`config.mk`:
```
export PLATFORM = sky130hd
export DESIGN_NAME = gregorian_date_difference_top
export DESIGN_NICKNAME = d
export VERILOG_FILES = /design/src/rtl/core/gdd_pkg.sv /design/src/rtl/core/gregorian_date_difference_top.sv /design/src/rtl/core/gdd_lane.sv /design/src/rtl/core/gdd_merge.sv
export SDC_FILE = /design/constraint.sdc
export NUM_CORES = 1
export LEC_CHECK = 0
export ABC_AREA = 1
export BUFFER_PORTS_ARGS = -buffer_cell sky130_fd_sc_hd__buf_2
export CAP_MARGIN = 0
export CORE_UTILIZATION = 52
export CTS_CLUSTER_SIZE = 8
export DETAILED_ROUTE_END_ITERATION = 10
export GPL_ROUTABILITY_DRIVEN = 0
export PLACE_DENSITY = 0.76
export SETUP_SLACK_MARGIN = 0.2
export SYNTH_ARGS = -nofsm -noshare
export SYNTH_HDL_FRONTEND = slang
export SYNTH_HIERARCHICAL = 1
export SYNTH_SLANG_ARGS = --single-unit
```
`constraint.sdc`:
```
create_clock -name clk -period 6.2 [get_ports clk]
set_clock_uncertainty 0.1 [all_clocks]
set_input_delay 0.31 -clock clk [delete_from_list [all_inputs] [get_ports clk]]
set_output_delay 0.31 -clock clk [all_outputs]
set_load 0.03 [all_outputs]
```
`src/rtl/core/gdd_pkg.sv`:
```
// Package with shared widths, constants, month tables and pipeline enable type.
`timescale 1ns / 1ps

package gdd_pkg;

	// Field widths of one date.
	localparam int unsigned DayW   = 5;
	localparam int unsigned MonthW = 4;
	localparam int unsigned YearW  = 14;

	// Day counts since year 1 fit in 23 bits for every 14-bit year.
	localparam int unsigned CountW = 23;
	localparam int unsigned DaysW  = 23;

	// Largest positive day difference that the signed result can hold.
	localparam logic [DaysW-1:0] DaysMaxPos = {1'b0, {(DaysW-1){1'b1}}};

	// Months of the year.
	localparam logic [MonthW-1:0] MonthJan = 4'd1;
	localparam logic [MonthW-1:0] MonthFeb = 4'd2;
	localparam logic [MonthW-1:0] MonthDec = 4'd12;

	// Reciprocal of 100 scaled by 2^19; exact for every 14-bit year.
	localparam int unsigned Recip100Shift = 19;
	localparam logic [12:0] Recip100      = 13'd5243;
	localparam int unsigned ProdW         = YearW + 13;
	localparam int unsigned Q100W         = 8;

	// Stage load enables of the four pipeline stages.
	typedef struct packed {
		logic s1;
		logic s2;
		logic s3;
		logic s4;
	} pipe_en_t;

	// Length of a month; codes outside 1..12 give zero.
	function automatic logic [DayW-1:0] month_days(input logic [MonthW-1:0] m,
			input logic leap);
		logic [DayW-1:0] len;
		case (m)
			4'd1, 4'd3, 4'd5, 4'd7, 4'd8, 4'd10, 4'd12: len = 5'd31;
			4'd4, 4'd6, 4'd9, 4'd11:                    len = 5'd30;
			4'd2:                                       len = leap ? 5'd29 : 5'd28;
			default:                                    len = 5'd0;
		endcase
		return len;
	endfunction

	// Days of the months before month m in a common year.
	function automatic logic [8:0] cum_days(input logic [MonthW-1:0] m);
		logic [8:0] days;
		case (m)
			4'd1:    days = 9'd0;
			4'd2:    days = 9'd31;
			4'd3:    days = 9'd59;
			4'd4:    days = 9'd90;
			4'd5:    days = 9'd120;
			4'd6:    days = 9'd151;
			4'd7:    days = 9'd181;
			4'd8:    days = 9'd212;
			4'd9:    days = 9'd243;
			4'd10:   days = 9'd273;
			4'd11:   days = 9'd304;
			4'd12:   days = 9'd334;
			default: days = 9'd0;
		endcase
		return days;
	endfunction

endpackage

```
`src/rtl/core/gregorian_date_difference_top.sv`:
```
// Each item goes through the stage registers s1 to s4 in turn, two date lanes side by side.
// Throughput: one item per cycle while the output is not held back.
// A stage loads whenever it is empty or the stage after it moves on.
// Reset (arst_n low) clears the stage valid bits at once; the payload is not reset.
// Each input transfer gives exactly one output transfer.
`timescale 1ns / 1ps

module gregorian_date_difference_top (
	input  logic        clk,
	input  logic        arst_n,
	input  logic        s_tvalid,
	output logic        s_tready,
	// first_day[4:0], first_month[8:5], first_year[22:9],
	// second_day[27:23], second_month[31:28], second_year[45:32], zeros[47:46]
	input  logic [47:0] s_tdata,
	output logic        m_tvalid,
	input  logic        m_tready,
	// days_between[22:0], zero[23]
	output logic [23:0] m_tdata,
	// first_ok[0], second_ok[1]
	output logic [1:0]  m_tuser
);

	logic                              v_s1_q, v_s2_q, v_s3_q, v_s4_q;
	logic                              rdy1, rdy2, rdy3, rdy4;
	gdd_pkg::pipe_en_t                 en;
	logic                              ok1, ok2;
	logic [gdd_pkg::CountW-1:0]        cnt1, cnt2;
	logic                              first_ok, second_ok;
	logic signed [gdd_pkg::DaysW-1:0]  days_between;

	// Each stage may load when it is empty or its contents move on.
	assign rdy4     = !v_s4_q || m_tready;
	assign rdy3     = !v_s3_q || rdy4;
	assign rdy2     = !v_s2_q || rdy3;
	assign rdy1     = !v_s1_q || rdy2;
	assign s_tready = rdy1;
	assign en       = '{s1: rdy1, s2: rdy2, s3: rdy3, s4: rdy4};

	// Stage valid bits.
	always_ff @(posedge clk or negedge arst_n) begin
		if (!arst_n) begin
			v_s1_q <= 1'b0;
			v_s2_q <= 1'b0;
			v_s3_q <= 1'b0;
			v_s4_q <= 1'b0;
		end else begin
			if (rdy1) v_s1_q <= s_tvalid;
			if (rdy2) v_s2_q <= v_s1_q;
			if (rdy3) v_s3_q <= v_s2_q;
			if (rdy4) v_s4_q <= v_s3_q;
		end
	end

	// Lane for the first date.
	gdd_lane u_lane_first (
		.clk   (clk),
		.en    (en),
		.day   (s_tdata[4:0]),
		.month (s_tdata[8:5]),
		.year  (s_tdata[22:9]),
		.ok    (ok1),
		.count (cnt1)
	);

	// Lane for the second date.
	gdd_lane u_lane_second (
		.clk   (clk),
		.en    (en),
		.day   (s_tdata[27:23]),
		.month (s_tdata[31:28]),
		.year  (s_tdata[45:32]),
		.ok    (ok2),
		.count (cnt2)
	);

	// Merge of the two lane results.
	gdd_merge u_merge (
		.clk          (clk),
		.en           (en),
		.first_ok_in  (ok1),
		.second_ok_in (ok2),
		.first_count  (cnt1),
		.second_count (cnt2),
		.first_ok     (first_ok),
		.second_ok    (second_ok),
		.days_between (days_between)
	);

	assign m_tvalid = v_s4_q;
	assign m_tdata  = {1'b0, days_between};
	assign m_tuser  = {second_ok, first_ok};

	// The input side only stalls when a finished result is held back.
	a_stall_cause: assert property (@(posedge clk) disable iff (!arst_n)
		!s_tready |-> (m_tvalid && !m_tready))
		else $error("input stalled without output backpressure");

	// The second date is never reported valid unless the first one is.
	a_ok_order: assert property (@(posedge clk) disable iff (!arst_n)
		m_tvalid |-> (!m_tuser[1] || m_tuser[0]))
		else $error("second_ok set while first_ok clear");

	// An invalid pair always reports a zero difference.
	a_invalid_zero: assert property (@(posedge clk) disable iff (!arst_n)
		(m_tvalid && !m_tuser[1]) |-> (m_tdata == '0))
		else $error("nonzero difference for an invalid pair");

	// A new result only appears when stage three held an item.
	a_fill_order: assert property (@(posedge clk) disable iff (!arst_n)
		$rose(v_s4_q) |-> $past(v_s3_q))
		else $error("output valid without an item in stage three");

endmodule

```
`src/rtl/core/gdd_lane.sv`:
```
// One date lane: checks a date and turns it into a day count since year 1.
`timescale 1ns / 1ps

module gdd_lane (
	input  logic                               clk,
	input  gdd_pkg::pipe_en_t                  en,
	input  logic [gdd_pkg::DayW-1:0]           day,
	input  logic [gdd_pkg::MonthW-1:0]         month,
	input  logic [gdd_pkg::YearW-1:0]          year,
	output logic                               ok,
	output logic [gdd_pkg::CountW-1:0]         count
);

	logic [gdd_pkg::DayW-1:0]   day_s1;
	logic [gdd_pkg::MonthW-1:0] month_s1;
	logic [gdd_pkg::YearW-1:0]  year_s1;
	logic [gdd_pkg::Q100W-1:0]  q100_s1;
	logic [gdd_pkg::ProdW-1:0]  prod;
	logic [gdd_pkg::YearW-1:0]  rem100;
	logic                       leap;
	logic                       month_ok;
	logic                       valid;
	logic [gdd_pkg::CountW-1:0] total;
	logic                       ok_s2;
	logic [gdd_pkg::CountW-1:0] count_s2;

	// Stage 1: year divided by 100 through a reciprocal multiply.
	assign prod = gdd_pkg::ProdW'(year) * gdd_pkg::ProdW'(gdd_pkg::Recip100);

	always_ff @(posedge clk) begin
		if (en.s1) begin
			day_s1   <= day;
			month_s1 <= month;
			year_s1  <= year;
			q100_s1  <= prod[gdd_pkg::Recip100Shift +: gdd_pkg::Q100W];
		end
	end

	// Stage 2: leap rule, validity and closed-form day count.
	always_comb begin
		rem100   = year_s1 - gdd_pkg::YearW'(q100_s1) * gdd_pkg::YearW'(100);
		leap     = ((year_s1[1:0] == 2'b00) && (rem100 != '0)) ||
		           ((rem100 == '0) && (q100_s1[1:0] == 2'b00));
		month_ok = (month_s1 >= gdd_pkg::MonthJan) && (month_s1 <= gdd_pkg::MonthDec);
		valid    = (year_s1 != '0) && month_ok && (day_s1 != '0) &&
		           (day_s1 <= gdd_pkg::month_days(month_s1, leap));
		total    = gdd_pkg::CountW'(year_s1) * gdd_pkg::CountW'(365)
		         + gdd_pkg::CountW'(year_s1 >> 2)
		         - gdd_pkg::CountW'(q100_s1)
		         + gdd_pkg::CountW'(q100_s1 >> 2)
		         + gdd_pkg::CountW'(gdd_pkg::cum_days(month_s1))
		         + gdd_pkg::CountW'(leap && (month_s1 > gdd_pkg::MonthFeb))
		         + gdd_pkg::CountW'(day_s1);
	end

	always_ff @(posedge clk) begin
		if (en.s2) begin
			ok_s2    <= valid;
			count_s2 <= total;
		end
	end

	assign ok    = ok_s2;
	assign count = count_s2;

endmodule

```
`src/rtl/core/gdd_merge.sv`:
```
// Merge stage: combines the two lane counts into the clamped day difference.
`timescale 1ns / 1ps

module gdd_merge (
	input  logic                              clk,
	input  gdd_pkg::pipe_en_t                 en,
	input  logic                              first_ok_in,
	input  logic                              second_ok_in,
	input  logic [gdd_pkg::CountW-1:0]        first_count,
	input  logic [gdd_pkg::CountW-1:0]        second_count,
	output logic                              first_ok,
	output logic                              second_ok,
	output logic signed [gdd_pkg::DaysW-1:0]  days_between
);

	logic                       first_ok_s3;
	logic                       second_ok_s3;
	logic [gdd_pkg::CountW-1:0] diff_s3;
	logic [gdd_pkg::CountW-1:0] diff_m1;
	logic [gdd_pkg::DaysW-1:0]  result;
	logic                       first_ok_s4;
	logic                       second_ok_s4;
	logic [gdd_pkg::DaysW-1:0]  days_s4;

	// Stage 3: absolute difference; the second flag needs both dates valid.
	always_ff @(posedge clk) begin
		if (en.s3) begin
			first_ok_s3  <= first_ok_in;
			second_ok_s3 <= first_ok_in && second_ok_in;
			diff_s3      <= (second_count >= first_count) ?
			                (second_count - first_count) : (first_count - second_count);
		end
	end

	// Stage 4: zero for an invalid pair, else minus one, equal dates give all ones, large values saturate.
	always_comb begin
		diff_m1 = diff_s3 - gdd_pkg::CountW'(1);
		if (!second_ok_s3) begin
			result = '0;
		end else if (diff_s3 == '0) begin
			result = '1;
		end else if (diff_m1 > gdd_pkg::DaysMaxPos) begin
			result = gdd_pkg::DaysMaxPos;
		end else begin
			result = diff_m1;
		end
	end

	always_ff @(posedge clk) begin
		if (en.s4) begin
			first_ok_s4  <= first_ok_s3;
			second_ok_s4 <= second_ok_s3;
			days_s4      <= result;
		end
	end

	assign first_ok     = first_ok_s4;
	assign second_ok    = second_ok_s4;
	assign days_between = days_s4;

endmodule

```
==> reports/metrics.csv <==
metric;value;unit
status;completed;
Final HPWL DP;56700;µm
Post-Syn Instances;3489;
worst-path maximum fanout;5;
fin area;0.0320;mm²
Initial DRT Pass Iterations;7;
most frequent CP cell;nand2_1;
# rows;87;
initial antenna violation count;1;
Root Driver;clkbuf_16;
critical path data required time;6360;ps
vias per std cell;5.23;
headroom to the max-slew limit;28.7;%
Cell Area, Synth;0.0299;mm²
slew of the pin with the lowest slew margin;1070;ps
final hold violations;0;
routed length per instance;15.2;µm
fmax;0.175;GHz
Min-Delay Path Class;input pin to async pin;
vias in the first global route;23400;
CP endpoint kind;register;
post-synthesis cell type count;64;
final worst path period share;92.0;%
Synth top area share;23.3;%
Final ANT Viol Nets;0;
cell family with most CP delay;adder cells;
share of cells above drive strength 1;6.74;%
Overflow after GRT;0;
final core occ;56.5;%
Fin Setup TNS;0;ps
register bit count reported by yosys;182;
final setup vio count;0;
fraction of registers with async set/reset;2.20;%
maximum capacitance violations;0;
Max stage delay cell, worst path;fa_1;
global-route wire length before repair;111000;µm
CTS tree;yes;
CTS sink count;182;
CP arrival;5860;ps
number of synthesized flops with an enable pin;160;
top post-synthesis cells by area;ha_1 (23%), fa_1 (21%), edfxtp_1 (16%);
Final Slew Violations;0;
Clk Latency, worst-skew pair;490;ps
Most used DFF post-synth;edfxtp_1;
H-tree depth;4;
Period minus WS final;5700;ps
Worst path max stage delay;530;ps
Ys Warns;6;
placed inst area;0.0311;mm²
nets;4521;
most frequent cells in the layout;inv_1 (822), nand2_1 (611), ha_1 (555);
die height;242;µm
CP Buf/Inv Count;2;
Syn Nets;4416;
most common cell after layout, fill and taps aside;inv_1;
largest net degree at the start of global routing;77;
Die W;242;µm
kind of critical path;register to register;
die area;0.0584;mm²
Ports;80;
sequential-to-total area share from yosys stat;17.6;%
core area;0.0566;mm²
Residual DRC;0;
syn avg cell area;8.56;µm²
cts bufs inserted;17;
initial drt markers;1359;
Clock transition at path regs;80;ps
RSZ-0062 raised after global routing;true;
Final WS setup;496;ps
pre-CTS setup slack;293;ps
CP Launch Type;register;
IO buf count;76;
Area Overhead vs Synth;7.19;%
Synth area leader;ha_1;
GRT Util Overall;23.5;%
DR vias;22800;
Starting Density;52.7;%
Diodes inserted;0;
wirelength, routed;66300;µm
Longest Clk Path Bufs;2;
==> area by class of cell <==
class / instances / area [µm²]
Inverter: 832 / 3120
Tap cell: 756 / 946
Clock inverter: 15 / 164
Timing Repair Buffer: 111 / 708
Clock buffer: 17 / 425
Fill cell: 5047 / 24600
Sequential cell: 182 / 5270
Multi-Input combinational cell: 2450 / 21400
==> worst paths after layout <==
kind | start | endpoint | slack, ps | depth (start not counted)
max | u_lane_second/q100_s1[2] | u_lane_second/count[19] | 500 | 31
min | arst_n | m_tvalid | 40 | 2
max reg2reg | u_lane_second/q100_s1[2] | u_lane_second/count[19] | 500 | 31
min reg2reg | u_merge/first_ok_s3 | u_merge/first_ok | 330 | 0
max in group asynchronous | arst_n | v_s3_q | 5840 | 2
min in group clk | s_tdata[34] | u_lane_second/year_s1[2] | 50 | 1
==> logic make-up (layout without fill, tap and decap cells) <==
group                    count (synthesis)  after routing  share of synthesized area, %
AND/OR/NAND/NOR                       1111           1111                          16.5
AO/OA/AOI/OAI                          360            360                          7.09
adder cells (fa/ha/maj)                875            875                          44.7
buffers and inverters                  857            975                          11.0
flip-flops                             182            182                          17.6
XOR/XNOR                               102            102                          3.02
multiplexers                             1              1                        0.0335
other                                    1              1                        0.0126
==> registers in the layout (all words and copies together), names as in the netlist, named ones only <==
| name | flops |
|---|---|
| u_merge/second_ok | 1 |
| u_lane_second/month_s1 | 4 |
| v_s2_q | 1 |
| u_lane_second/q100_s1 | 8 |
| v_s1_q | 1 |
| m_tvalid | 1 |
| u_lane_first/count | 23 |
| u_lane_second/year_s1 | 14 |
| u_lane_first/q100_s1 | 8 |
| u_merge/second_ok_s3 | 1 |
| u_lane_first/ok | 1 |
| u_lane_first/month_s1 | 4 |
| u_lane_second/day_s1 | 5 |
| v_s3_q | 1 |
| u_merge/first_ok | 1 |
| u_lane_first/day_s1 | 5 |
| u_lane_second/count | 23 |
| u_merge/diff_s3 | 23 |
| u_lane_first/year_s1 | 14 |
| u_merge/days_between | 23 |
| u_merge/first_ok_s3 | 1 |
| u_lane_second/ok | 1 |
==> worst register-to-register path, delay by kind of cell (launching register included) <==
kind / cells / cell delay, ps
AO/OA/AOI/OAI: 3 / 570
flip-flops: 1 / 490
AND/OR/NAND/NOR: 17 / 1650
XOR/XNOR: 1 / 110
buffers and inverters: 2 / 110
adder cells (fa/ha/maj): 8 / 2440
==> cells in the mapped netlist, drive strengths merged, types with 8 or more instances <==
| cell | n |
|---|---|
| dfxtp | 18 |
| edfxtp | 160 |
| o21bai | 20 |
| a31oi | 14 |
| nor4 | 20 |
| buf | 21 |
| inv | 831 |
| nor2 | 225 |
| a21oi | 154 |
| nand4 | 42 |
| xnor2 | 41 |
| o211ai | 8 |
| a21o | 21 |
| nor3 | 26 |
| ha | 557 |
| nand2 | 634 |
| fa | 318 |
| o21ai | 114 |
| nand3 | 145 |
| xor2 | 61 |
==> per-stage QoR <==
step	hold slack, ps	std cells
floorplan	-85.6	3489
global placement	20.8	4302
detailed placement	23.8	4302
CTS	6.30	4355
global route	23.4	4363
finish	42.8	4363
==> per-layer routing <==
| metal | global-route usage, % | vias to the layer above | wire [µm] | part of all wire (%) |
|---|---|---|---|---|
| met4 | 8.79 | 2 | 2110 | 3.2 |
| met1 | 28.7 | 10800 | 28700 | 43 |
| li1 | - | 11300 | - | - |
| met2 | 41.9 | 599 | 32700 | 49 |
| met3 | 3.10 | 149 | 2740 | 4.1 |
| met5 | 0 | - | 11 | 0.017 |
==> timing repair <==
action | CTS | global route
hold buffers | 21 | 0
hold endpoints to repair | 24 | 0
setup endpoints to repair | 0 | 18
resized for setup | 0 | 12
setup buffers | 0 | 8
Power is not shown: default switching activity piles up to over one toggle a cycle in this logic, so the estimate is an artifact.
